File: src/rtl/bdq_pkg.sv
// ----------------------------------------------------------------------------
// bdq_pkg
// Shared widths, opcodes, status codes and the result record of the bounded
// deque with search.
// ----------------------------------------------------------------------------
`default_nettype none

package bdq_pkg;

   localparam int BDQ_CAPACITY = 32;

   localparam int OPCODE_W = 3;
   localparam int POS_W    = 6;
   localparam int DATA_W   = 32;
   localparam int STATUS_W = 3;
   localparam int COUNT_W  = 7;

   localparam logic [OPCODE_W-1:0] OP_INS_FRONT = 3'd0;
   localparam logic [OPCODE_W-1:0] OP_INS_AT    = 3'd1;
   localparam logic [OPCODE_W-1:0] OP_INS_BACK  = 3'd2;
   localparam logic [OPCODE_W-1:0] OP_SEARCH    = 3'd3;
   localparam logic [OPCODE_W-1:0] OP_REM_FRONT = 3'd4;
   localparam logic [OPCODE_W-1:0] OP_REM_BACK  = 3'd5;

   localparam logic [STATUS_W-1:0] STAT_DONE      = 3'd0;
   localparam logic [STATUS_W-1:0] STAT_FOUND     = 3'd1;
   localparam logic [STATUS_W-1:0] STAT_NOT_FOUND = 3'd2;
   localparam logic [STATUS_W-1:0] STAT_EMPTY     = 3'd3;
   localparam logic [STATUS_W-1:0] STAT_BAD_POS   = 3'd4;
   localparam logic [STATUS_W-1:0] STAT_FULL      = 3'd5;

   typedef struct packed {
      logic                valid;
      logic [STATUS_W-1:0] status;
      logic [POS_W-1:0]    found_index;
      logic [COUNT_W-1:0]  element_count;
   } bdq_result_type;

endpackage

`default_nettype wire

File: src/rtl/bdq_ram.sv
// ----------------------------------------------------------------------------
// bdq_ram
// Generic simple dual-port RAM, one write and one read port, registered read.
// ----------------------------------------------------------------------------
`default_nettype none

module bdq_ram #(
   parameter int WIDTH = 32,
   parameter int DEPTH = 32
) (
   input  wire logic                     clock,
   input  wire logic                     wr_en,
   input  wire logic [$clog2(DEPTH)-1:0] wr_addr,
   input  wire logic [WIDTH-1:0]         wr_data,
   input  wire logic                     rd_en,
   input  wire logic [$clog2(DEPTH)-1:0] rd_addr,
   output logic      [WIDTH-1:0]         rd_data
);

   logic [WIDTH-1:0] mem_ff [DEPTH];
   logic [WIDTH-1:0] rd_data_ff;

   always_ff @(posedge clock) begin
      if (wr_en) begin
         mem_ff[wr_addr] <= wr_data;
      end
      if (rd_en) begin
         rd_data_ff <= mem_ff[rd_addr];
      end
   end

   assign rd_data = rd_data_ff;

endmodule

`default_nettype wire

File: src/rtl/bdq_seq.sv
// ----------------------------------------------------------------------------
// bdq_seq
// Request sequencer: ring pointers, entry shifting for insert before position
// and the linear search, all through one RAM read and one RAM write a cycle.
// ----------------------------------------------------------------------------
`default_nettype none

module bdq_seq #(
   parameter int CAPACITY = bdq_pkg::BDQ_CAPACITY
) (
   input  wire logic                              clock,
   input  wire logic                              reset,
   input  wire logic                              req_valid,
   output logic                                   req_stall,
   input  wire logic [bdq_pkg::OPCODE_W-1:0]      req_opcode,
   input  wire logic [bdq_pkg::POS_W-1:0]         req_position,
   input  wire logic signed [bdq_pkg::DATA_W-1:0] req_data_value,
   input  wire logic                              rsp_free,
   output bdq_pkg::bdq_result_type                result,
   output logic                                   mem_wr_en,
   output logic [$clog2(CAPACITY)-1:0]            mem_wr_addr,
   output logic [bdq_pkg::DATA_W-1:0]             mem_wr_data,
   output logic                                   mem_rd_en,
   output logic [$clog2(CAPACITY)-1:0]            mem_rd_addr,
   input  wire logic [bdq_pkg::DATA_W-1:0]        mem_rd_data
);

   import bdq_pkg::*;

   localparam int IDX_W = $clog2(CAPACITY);
   localparam int CNT_W = $clog2(CAPACITY + 1);
   localparam logic [CNT_W-1:0] CAP_C  = CNT_W'(CAPACITY);
   localparam logic [IDX_W-1:0] LAST_C = IDX_W'(CAPACITY - 1);

   typedef enum logic [2:0] {
      S_IDLE,
      S_SHIFT,
      S_LAST,
      S_PUT,
      S_SEARCH,
      S_DONE
   } state_type;

   state_type            state_ff, state_in;
   logic [IDX_W-1:0]     head_ff, head_in;
   logic [CNT_W-1:0]     count_ff, count_in;
   logic [CNT_W-1:0]     cur_ff, cur_in;
   logic [CNT_W-1:0]     pos_ff, pos_in;
   logic [DATA_W-1:0]    val_ff, val_in;
   logic                 pipe_ff, pipe_in;
   logic [CNT_W-1:0]     pipe_idx_ff, pipe_idx_in;
   logic [STATUS_W-1:0]  pend_status_ff, pend_status_in;
   logic [POS_W-1:0]     pend_idx_ff, pend_idx_in;

   logic                 fin_valid;
   logic [STATUS_W-1:0]  fin_status;
   logic [POS_W-1:0]     fin_idx;
   logic [COUNT_W-1:0]   idx_wide;
   logic [COUNT_W-1:0]   pos_wide;
   logic [COUNT_W-1:0]   cnt_wide;
   logic                 full;
   logic                 empty;
   logic [IDX_W-1:0]     head_dec;
   logic [IDX_W-1:0]     head_inc;

   // logical index to ring address
   function automatic logic [IDX_W-1:0] phys(input logic [IDX_W-1:0] head,
                                             input logic [CNT_W-1:0] lidx);
      logic [CNT_W:0] sum;
      sum = (CNT_W+1)'(head) + (CNT_W+1)'(lidx);
      if (sum >= (CNT_W+1)'(CAPACITY)) begin
         sum = sum - (CNT_W+1)'(CAPACITY);
      end
      return sum[IDX_W-1:0];
   endfunction

   assign req_stall = (state_ff != S_IDLE);
   assign idx_wide  = COUNT_W'(pipe_idx_ff);
   assign pos_wide  = COUNT_W'(req_position);
   assign cnt_wide  = COUNT_W'(count_ff);
   assign full      = (count_ff == CAP_C);
   assign empty     = (count_ff == '0);
   assign head_dec  = (head_ff == '0) ? LAST_C : head_ff - 1'b1;
   assign head_inc  = (head_ff == LAST_C) ? '0 : head_ff + 1'b1;

   always_comb begin
      state_in       = state_ff;
      head_in        = head_ff;
      count_in       = count_ff;
      cur_in         = cur_ff;
      pos_in         = pos_ff;
      val_in         = val_ff;
      pipe_in        = 1'b0;
      pipe_idx_in    = pipe_idx_ff;
      pend_status_in = pend_status_ff;
      pend_idx_in    = pend_idx_ff;
      mem_wr_en      = 1'b0;
      mem_wr_addr    = phys(head_ff, pipe_idx_ff);
      mem_wr_data    = mem_rd_data;
      mem_rd_en      = 1'b0;
      mem_rd_addr    = phys(head_ff, cur_ff);
      fin_valid      = 1'b0;
      fin_status     = STAT_DONE;
      fin_idx        = '0;

      case (state_ff)
         S_IDLE: begin
            if (req_valid) begin
               val_in = req_data_value;
               case (req_opcode)
                  OP_INS_FRONT: begin
                     fin_valid = 1'b1;
                     if (full) begin
                        fin_status = STAT_FULL;
                     end else begin
                        mem_wr_en   = 1'b1;
                        mem_wr_addr = head_dec;
                        mem_wr_data = req_data_value;
                        head_in     = head_dec;
                        count_in    = count_ff + 1'b1;
                     end
                  end
                  OP_INS_AT: begin
                     if (empty && (req_position != '0)) begin
                        fin_valid  = 1'b1;
                        fin_status = STAT_EMPTY;
                     end else if (full) begin
                        fin_valid  = 1'b1;
                        fin_status = STAT_FULL;
                     end else if (pos_wide >= cnt_wide) begin
                        fin_valid  = 1'b1;
                        fin_status = STAT_BAD_POS;
                     end else begin
                        pos_in   = CNT_W'(req_position);
                        cur_in   = count_ff - 1'b1;
                        state_in = S_SHIFT;
                     end
                  end
                  OP_INS_BACK: begin
                     fin_valid = 1'b1;
                     if (full) begin
                        fin_status = STAT_FULL;
                     end else begin
                        mem_wr_en   = 1'b1;
                        mem_wr_addr = phys(head_ff, count_ff);
                        mem_wr_data = req_data_value;
                        count_in    = count_ff + 1'b1;
                     end
                  end
                  OP_SEARCH: begin
                     if (empty) begin
                        fin_valid  = 1'b1;
                        fin_status = STAT_NOT_FOUND;
                     end else begin
                        cur_in   = '0;
                        state_in = S_SEARCH;
                     end
                  end
                  OP_REM_FRONT: begin
                     fin_valid = 1'b1;
                     if (empty) begin
                        fin_status = STAT_EMPTY;
                     end else begin
                        head_in  = head_inc;
                        count_in = count_ff - 1'b1;
                     end
                  end
                  OP_REM_BACK: begin
                     fin_valid = 1'b1;
                     if (empty) begin
                        fin_status = STAT_EMPTY;
                     end else begin
                        count_in = count_ff - 1'b1;
                     end
                  end
                  default: begin
                     fin_valid = 1'b1;
                  end
               endcase
            end
         end
         S_SHIFT: begin
            // read entry cur while the previous read lands one place higher
            mem_rd_en   = 1'b1;
            mem_wr_en   = pipe_ff;
            pipe_in     = 1'b1;
            pipe_idx_in = CNT_W'(cur_ff + 1'b1);
            if (cur_ff == pos_ff) begin
               state_in = S_LAST;
            end else begin
               cur_in = cur_ff - 1'b1;
            end
         end
         S_LAST: begin
            mem_wr_en = 1'b1;
            state_in  = S_PUT;
         end
         S_PUT: begin
            mem_wr_en   = 1'b1;
            mem_wr_addr = phys(head_ff, pos_ff);
            mem_wr_data = val_ff;
            count_in    = count_ff + 1'b1;
            fin_valid   = 1'b1;
         end
         S_SEARCH: begin
            if (pipe_ff && (mem_rd_data == val_ff)) begin
               fin_valid  = 1'b1;
               fin_status = STAT_FOUND;
               fin_idx    = idx_wide[POS_W-1:0];
            end else if (cur_ff < count_ff) begin
               mem_rd_en   = 1'b1;
               pipe_in     = 1'b1;
               pipe_idx_in = cur_ff;
               cur_in      = CNT_W'(cur_ff + 1'b1);
            end else begin
               fin_valid  = 1'b1;
               fin_status = STAT_NOT_FOUND;
            end
         end
         S_DONE: begin
            fin_valid  = 1'b1;
            fin_status = pend_status_ff;
            fin_idx    = pend_idx_ff;
         end
         default: begin
            state_in = S_IDLE;
         end
      endcase

      if (fin_valid) begin
         state_in       = rsp_free ? S_IDLE : S_DONE;
         pend_status_in = fin_status;
         pend_idx_in    = fin_idx;
      end
   end

   always_comb begin
      result.valid         = fin_valid;
      result.status        = fin_status;
      result.found_index   = fin_idx;
      result.element_count = COUNT_W'(count_in);
   end

   always_ff @(posedge clock) begin
      if (reset) begin
         state_ff <= S_IDLE;
         head_ff  <= '0;
         count_ff <= '0;
         pipe_ff  <= 1'b0;
      end else begin
         state_ff <= state_in;
         head_ff  <= head_in;
         count_ff <= count_in;
         pipe_ff  <= pipe_in;
      end
      cur_ff         <= cur_in;
      pos_ff         <= pos_in;
      val_ff         <= val_in;
      pipe_idx_ff    <= pipe_idx_in;
      pend_status_ff <= pend_status_in;
      pend_idx_ff    <= pend_idx_in;
   end

`ifndef SYNTHESIS
   a_count_bound: assert property (@(posedge clock) disable iff (reset)
      count_ff <= CAP_C)
      else $error("element count above capacity");

   a_head_bound: assert property (@(posedge clock) disable iff (reset)
      head_ff <= LAST_C)
      else $error("head pointer outside ring");

   a_shift_window: assert property (@(posedge clock) disable iff (reset)
      (state_ff == S_SHIFT) |-> ((cur_ff >= pos_ff) && (cur_ff < count_ff)))
      else $error("shift cursor outside the moved range");

   a_search_window: assert property (@(posedge clock) disable iff (reset)
      ((state_ff == S_SEARCH) && pipe_ff) |-> (pipe_idx_ff < count_ff))
      else $error("search compared an entry beyond the count");

   a_put_grows: assert property (@(posedge clock) disable iff (reset)
      (state_ff == S_PUT) |=> (count_ff == CNT_W'($past(count_ff) + 1'b1)))
      else $error("insert before position did not grow the count");
`endif

endmodule

`default_nettype wire

File: src/rtl/bounded_deque_with_search.sv
// ----------------------------------------------------------------------------
// bounded_deque_with_search
// Bounded ordered list of signed 32-bit values with insert, remove and search,
// kept as a ring in one RAM, with a registered response stage.
// ----------------------------------------------------------------------------
//  channel   direction  handshake         payload
//  req_      in         valid / stall     opcode, position, data_value
//  rsp_      out        valid / stall     status, found_index, element_count
//
//  insert or remove at either end, undefined opcodes: done in the idle state
//  search: one RAM read per entry, from the front up to the first match
//  insert before position: shift, last and put states, one entry moved a cycle
//  synchronous reset empties the list at once; stored data is not cleared
//  a request is taken while a response waits; it finishes once rsp is free
// ----------------------------------------------------------------------------
`default_nettype none

module bounded_deque_with_search #(
   parameter int CAPACITY = bdq_pkg::BDQ_CAPACITY
) (
   input  wire logic                              clock,
   input  wire logic                              reset,
   input  wire logic                              req_valid,
   output logic                                   req_stall,
   input  wire logic [bdq_pkg::OPCODE_W-1:0]      req_opcode,
   input  wire logic [bdq_pkg::POS_W-1:0]         req_position,
   input  wire logic signed [bdq_pkg::DATA_W-1:0] req_data_value,
   output logic                                   rsp_valid,
   input  wire logic                              rsp_stall,
   output logic [bdq_pkg::STATUS_W-1:0]           rsp_status,
   output logic [bdq_pkg::POS_W-1:0]              rsp_found_index,
   output logic [bdq_pkg::COUNT_W-1:0]            rsp_element_count
);

   import bdq_pkg::*;

   localparam int IDX_W = $clog2(CAPACITY);

   bdq_result_type      result;
   logic                rsp_free;
   logic                rsp_valid_ff;
   logic [STATUS_W-1:0] rsp_status_ff;
   logic [POS_W-1:0]    rsp_found_index_ff;
   logic [COUNT_W-1:0]  rsp_element_count_ff;

   logic                mem_wr_en;
   logic [IDX_W-1:0]    mem_wr_addr;
   logic [DATA_W-1:0]   mem_wr_data;
   logic                mem_rd_en;
   logic [IDX_W-1:0]    mem_rd_addr;
   logic [DATA_W-1:0]   mem_rd_data;

   assign rsp_free = !rsp_valid_ff || !rsp_stall;

   bdq_seq #(
      .CAPACITY (CAPACITY)
   ) u_seq (
      .clock          (clock),
      .reset          (reset),
      .req_valid      (req_valid),
      .req_stall      (req_stall),
      .req_opcode     (req_opcode),
      .req_position   (req_position),
      .req_data_value (req_data_value),
      .rsp_free       (rsp_free),
      .result         (result),
      .mem_wr_en      (mem_wr_en),
      .mem_wr_addr    (mem_wr_addr),
      .mem_wr_data    (mem_wr_data),
      .mem_rd_en      (mem_rd_en),
      .mem_rd_addr    (mem_rd_addr),
      .mem_rd_data    (mem_rd_data)
   );

   bdq_ram #(
      .WIDTH (DATA_W),
      .DEPTH (CAPACITY)
   ) u_ram (
      .clock   (clock),
      .wr_en   (mem_wr_en),
      .wr_addr (mem_wr_addr),
      .wr_data (mem_wr_data),
      .rd_en   (mem_rd_en),
      .rd_addr (mem_rd_addr),
      .rd_data (mem_rd_data)
   );

   // response register
   always_ff @(posedge clock) begin
      if (reset) begin
         rsp_valid_ff <= 1'b0;
      end else if (rsp_free) begin
         rsp_valid_ff <= result.valid;
      end
      if (rsp_free && result.valid) begin
         rsp_status_ff        <= result.status;
         rsp_found_index_ff   <= result.found_index;
         rsp_element_count_ff <= result.element_count;
      end
   end

   assign rsp_valid         = rsp_valid_ff;
   assign rsp_status        = rsp_status_ff;
   assign rsp_found_index   = rsp_found_index_ff;
   assign rsp_element_count = rsp_element_count_ff;

endmodule

`default_nettype wire
File: config.mk
export PLATFORM = sky130hd
export DESIGN_NAME = bounded_deque_with_search
export DESIGN_NICKNAME = d
export VERILOG_FILES = /design/src/rtl/bdq_pkg.sv /design/src/rtl/bdq_ram.sv /design/src/rtl/bdq_seq.sv /design/src/rtl/bounded_deque_with_search.sv
export SDC_FILE = /design/constraint.sdc
export NUM_CORES = 1
export LEC_CHECK = 0
export BUFFER_PORTS_ARGS = -buffer_cell sky130_fd_sc_hd__buf_2
export CORE_UTILIZATION = 50
export CTS_CLUSTER_SIZE = 8
export DETAILED_ROUTE_END_ITERATION = 8
export GPL_ROUTABILITY_DRIVEN = 0
export PLACE_DENSITY = 0.74
export SLEW_MARGIN = 20
export SYNTH_ARGS = -nofsm -noshare
export SYNTH_HDL_FRONTEND = slang
export SYNTH_SLANG_ARGS = --single-unit
File: constraint.sdc
create_clock -name clock -period 6.3 [get_ports clock]
set_input_delay 0 -clock clock [delete_from_list [all_inputs] [get_ports clock]]
set_output_delay 0 -clock clock [all_outputs]
set_load 0.05 [all_outputs]
==> impl_metrics.csv <==
group,metric,value,unit
clock_tree,cts_buffer_depth,3,
drt,drt_pass1_iterations,6,
synth,syn_inst,2607,
global_routing,grt_pass1_vias,26400,
timing,timing.fmax,0.211,GHz
timing,hold_viol_final,0,
synth,async_flop_share,0,%
clock_tree,cts_tree,"done",
synth,yosysMostFrequentCell,"edfxtp_1",
floorplan,num_rows,111,
power,p_int,16.4,mW
floorplan,start_util,50.6,%
drt,vias_per_cell,6.43,
clock_tree,cts.sinks,1146,
setup_path,worstPathMaxFanout,38,
placed_design,place_area,48700,um^2
synth,synth_seq_cells,1146,
global_routing,overflow,0,
drt,dr.first_iter.drc_count,3511,
cells_and_area,multiInputGateArea,11900,um^2
placed_design,dp_cells,3829,
drt,drcViolationCount,0,
cells_and_area,stdcell_area,53600,um^2
power,pwr-share-seq,41.8,%
synth,synth_ff_type,"edfxtp_1",
global_routing,antenna_found_initial,4,
setup_path,cp.arrival,5.12,ns
global_routing,grt_pass1_wl,173,mm
drt,vias,26100,
cells_and_area,fillers,6534,
power,netSwitchingFraction,31.5,%
timing,rsz0062_at_grt,"false",
clock_tree,clk_pin_slew,0.05,ns
timing,tightest_slew,1.22,ns
synth,synth_top_area_share,72.9,%
status,status,"finished, final reports clean",
timing,finalCriticalPeriod,4.75,ns
synth,ys_types,77,
floorplan,dieHeight,307,um
power,total_power,23.9,mW
power,cellPowerDensity,446,nW/um^2
global_routing,grtUsageTotal,25.4,%
drt,ant_nets,0,
synth,synth_sequential_area_ratio,73.6,%
clock_tree,clk_latency,0.75,ns
placed_design,dp_hpwl,65.3,mm
timing,fin_skew,0.0453,ns
floorplan,coreArea,91900,um^2
drt,wl_per_cell,29.0,um
clock_tree,root_buffer,"clkbuf_16",
power,pwr-share-clk,31.7,%
timing,maxSlewViolCount,0,
timing,fin_crit_sh,75.4,%
power,switchingPower,7.54,mW
floorplan,die_area,94300,um^2
synth,synth.net_count,2691,
hold_path,hp-class,"input pin to flop",
floorplan,io_pins,63,
power,power.leakage,17.8,nW
power,ir_worst_vdd,288,uV
setup_path,crit_path_start_kind,"flop",
synth,synth.avg_cell_area,17.9,um^2
synth,netlist_area,46600,um^2
drt,routed_wl,118,mm
setup_path,required,6.67,ns
timing,setup-tns-final,0,ns
clock_tree,cts_buffers,161,
synth,synth_edf_count,1130,
placed_design,port_buffers,61,
synth,synth.area.top_cells,"edfxtp_1 (73%), mux4_2 (12%), nand2_1 (3.2%)",
global_routing,grt_max_degree,129,
run,maxCapViolCount,0,
setup_path,crit_type,"flop to flop",
synth,synth_common_cells,"edfxtp_1 (1130), nand2_1 (393), mux4_2 (256)",
synth,yosysWarnings,0,
cells_and_area,area_growth,15.2,%
cells_and_area,drive_gt1_share,22.7,%
synth,synth_largest_area_cell,"edfxtp_1",
timing,finalSetupViolCount,0,
timing,holdWs,0.0360,ns
clock_tree,postCtsSetupBuffers,0,
cells_and_area,finalNetCount,2884,
cells_and_area,fin_cells,4063,
setup_path,end_kind,"flop",
timing,slew_headroom,18.3,%
cells_and_area,ff_latch_area,34300,um^2
floorplan,chipWidth,307,um
power,combPwrFrac,26.5,%
clock_tree,htree_levels,4,
-- per-stage QoR --
| stage | util, % | worst slack (ns) |
|---|---|---|
| floorplan | - | 1.40 |
| global placement | 52.9 | 1.83 |
| detailed placement | 53.0 | 1.64 |
| CTS | 58.2 | 1.63 |
| global route | 58.3 | 1.35 |
| finish | 58.3 | 1.55 |
-- critical path: stages (launching register included) --
cell	delay, ns
dfxtp_1	0.48
inv_1	0.14
ha_1	0.30
nor4b_4	0.19
a21boi_2	0.36
and2_4	0.55
nor2_8	0.22
o21ai_0	0.14
nand2_1	0.36
nor3_2	1.01
buf_4	0.58
-- state kept, by name, indices dropped and copies added (netlist names) --
| name | count |
|---|---|
| u_ram.mem_ff | 1024 |
| u_seq.state_ff | 3 |
| u_seq.pipe_idx_ff | 6 |
| rsp_found_index | 6 |
| u_seq.val_ff | 32 |
| u_seq.pend_idx_ff | 6 |
| u_seq.cur_ff | 6 |
| u_seq.pend_status_ff | 3 |
| rsp_status | 3 |
| u_seq.head_ff | 5 |
| rsp_valid | 1 |
| u_seq.pipe_ff | 1 |
| u_ram.rd_data | 32 |
| rsp_element_count | 6 |
| u_seq.count_ff | 6 |
| u_seq.pos_ff | 6 |
-- final timing paths --
kind                                                end  cells past startpoint  slack [ns]                     from
worst max-delay path               u_ram.mem_ff[16][21]                     10        1.55        u_seq.count_ff[0]
worst min-delay path                    u_seq.pos_ff[1]                      2        0.04          req_position[1]
worst max register to register     u_ram.mem_ff[16][21]                     10        1.55        u_seq.count_ff[0]
worst min register to register  u_seq.pend_status_ff[0]                      1        0.57  u_seq.pend_status_ff[0]
-- cell families (layout without fill, tap and decap cells) --
group | after synthesis | in the layout | synth area share, %
AO/OA/AOI/OAI | 201 | 201 | 2.94
XOR/XNOR | 70 | 70 | 1.32
adder cells (fa/ha/maj) | 39 | 39 | 1.11
buffers and inverters | 169 | 381 | 1.57
flip-flops | 1146 | 1146 | 73.6
other | 1 | 2 | 0.00805
multiplexers | 257 | 257 | 12.4
AND/OR/NAND/NOR | 724 | 724 | 7.07
-- layout by cell type (no fill, tap or decap), types with 3 or more instances in the layout --
cell | synthesis | final
buf_2 | 33 | 61
a221o_1 | 6 | 6
nor3_4 | 0 | 17
xnor2_2 | 0 | 3
nor2_1 | 45 | 45
fa_1 | 4 | 3
nor3_2 | 15 | 16
dfxtp_1 | 16 | 16
clkbuf_1 | 96 | 8
clkinv_16 | 0 | 5
a22o_1 | 9 | 9
inv_1 | 23 | 23
nand2_1 | 393 | 371
and2_1 | 3 | 3
o211ai_1 | 6 | 6
mux4_2 | 256 | 256
nand2b_1 | 9 | 9
buf_12 | 0 | 11
xnor2_1 | 54 | 51
nand2_2 | 4 | 26
ha_1 | 35 | 34
or3_1 | 3 | 3
a21oi_1 | 34 | 34
nand3_1 | 179 | 179
xor2_1 | 16 | 14
buf_4 | 3 | 51
nor3_1 | 31 | 13
edfxtp_1 | 1130 | 1130
a22oi_1 | 37 | 37
dlygate4sd3_1 | 0 | 50
o221ai_1 | 4 | 4
nor2b_1 | 10 | 10
a31oi_1 | 6 | 6
nand4_1 | 9 | 9
a21o_1 | 8 | 8
o21ai_0 | 58 | 58
clkbuf_16 | 0 | 163
-- repair_timing --
item | CTS | global route
hold buffers | 50 | 0
hold endpoints to repair | 81 | 0
gates resized for setup | 0 | 0
-- cell type report --
| class | count | area share (%) |
|---|---|---|
| sequential | 1146 | 63.9 |
| inverter | 24 | 0.177 |
| multi-input combinational | 1292 | 22.2 |
| timing repair buffer | 175 | 2.73 |
| clock inverter | 11 | 0.425 |
| clock buffer | 171 | 7.66 |
| antenna | 1 | 0.00467 |
| tap | 1243 | 2.90 |
-- metal layers --
layer	routed length, um	up-vias	GRT usage, %
li1	-	10700	-
met1	45100	13400	35.1
met2	54100	1761	38.4
met4	4150	6	9.96
met3	14500	279	7.29
met5	118	-	0.775
-- power by group through the flow --
| stage | registers [mW] | logic (mW) | clock network (mW) |
|---|---|---|---|
| floorplan | 10.1 | 3.95 | 0 |
| global placement | 10.1 | 5.99 | 0 |
| detailed placement | 10.2 | 6.16 | 0 |
| CTS | 10.0 | 6.26 | 7.66 |
| global route | 10.0 | 6.75 | 7.97 |
| finish | 10.0 | 6.35 | 7.57 |
(Power assumes the default switching activity.)
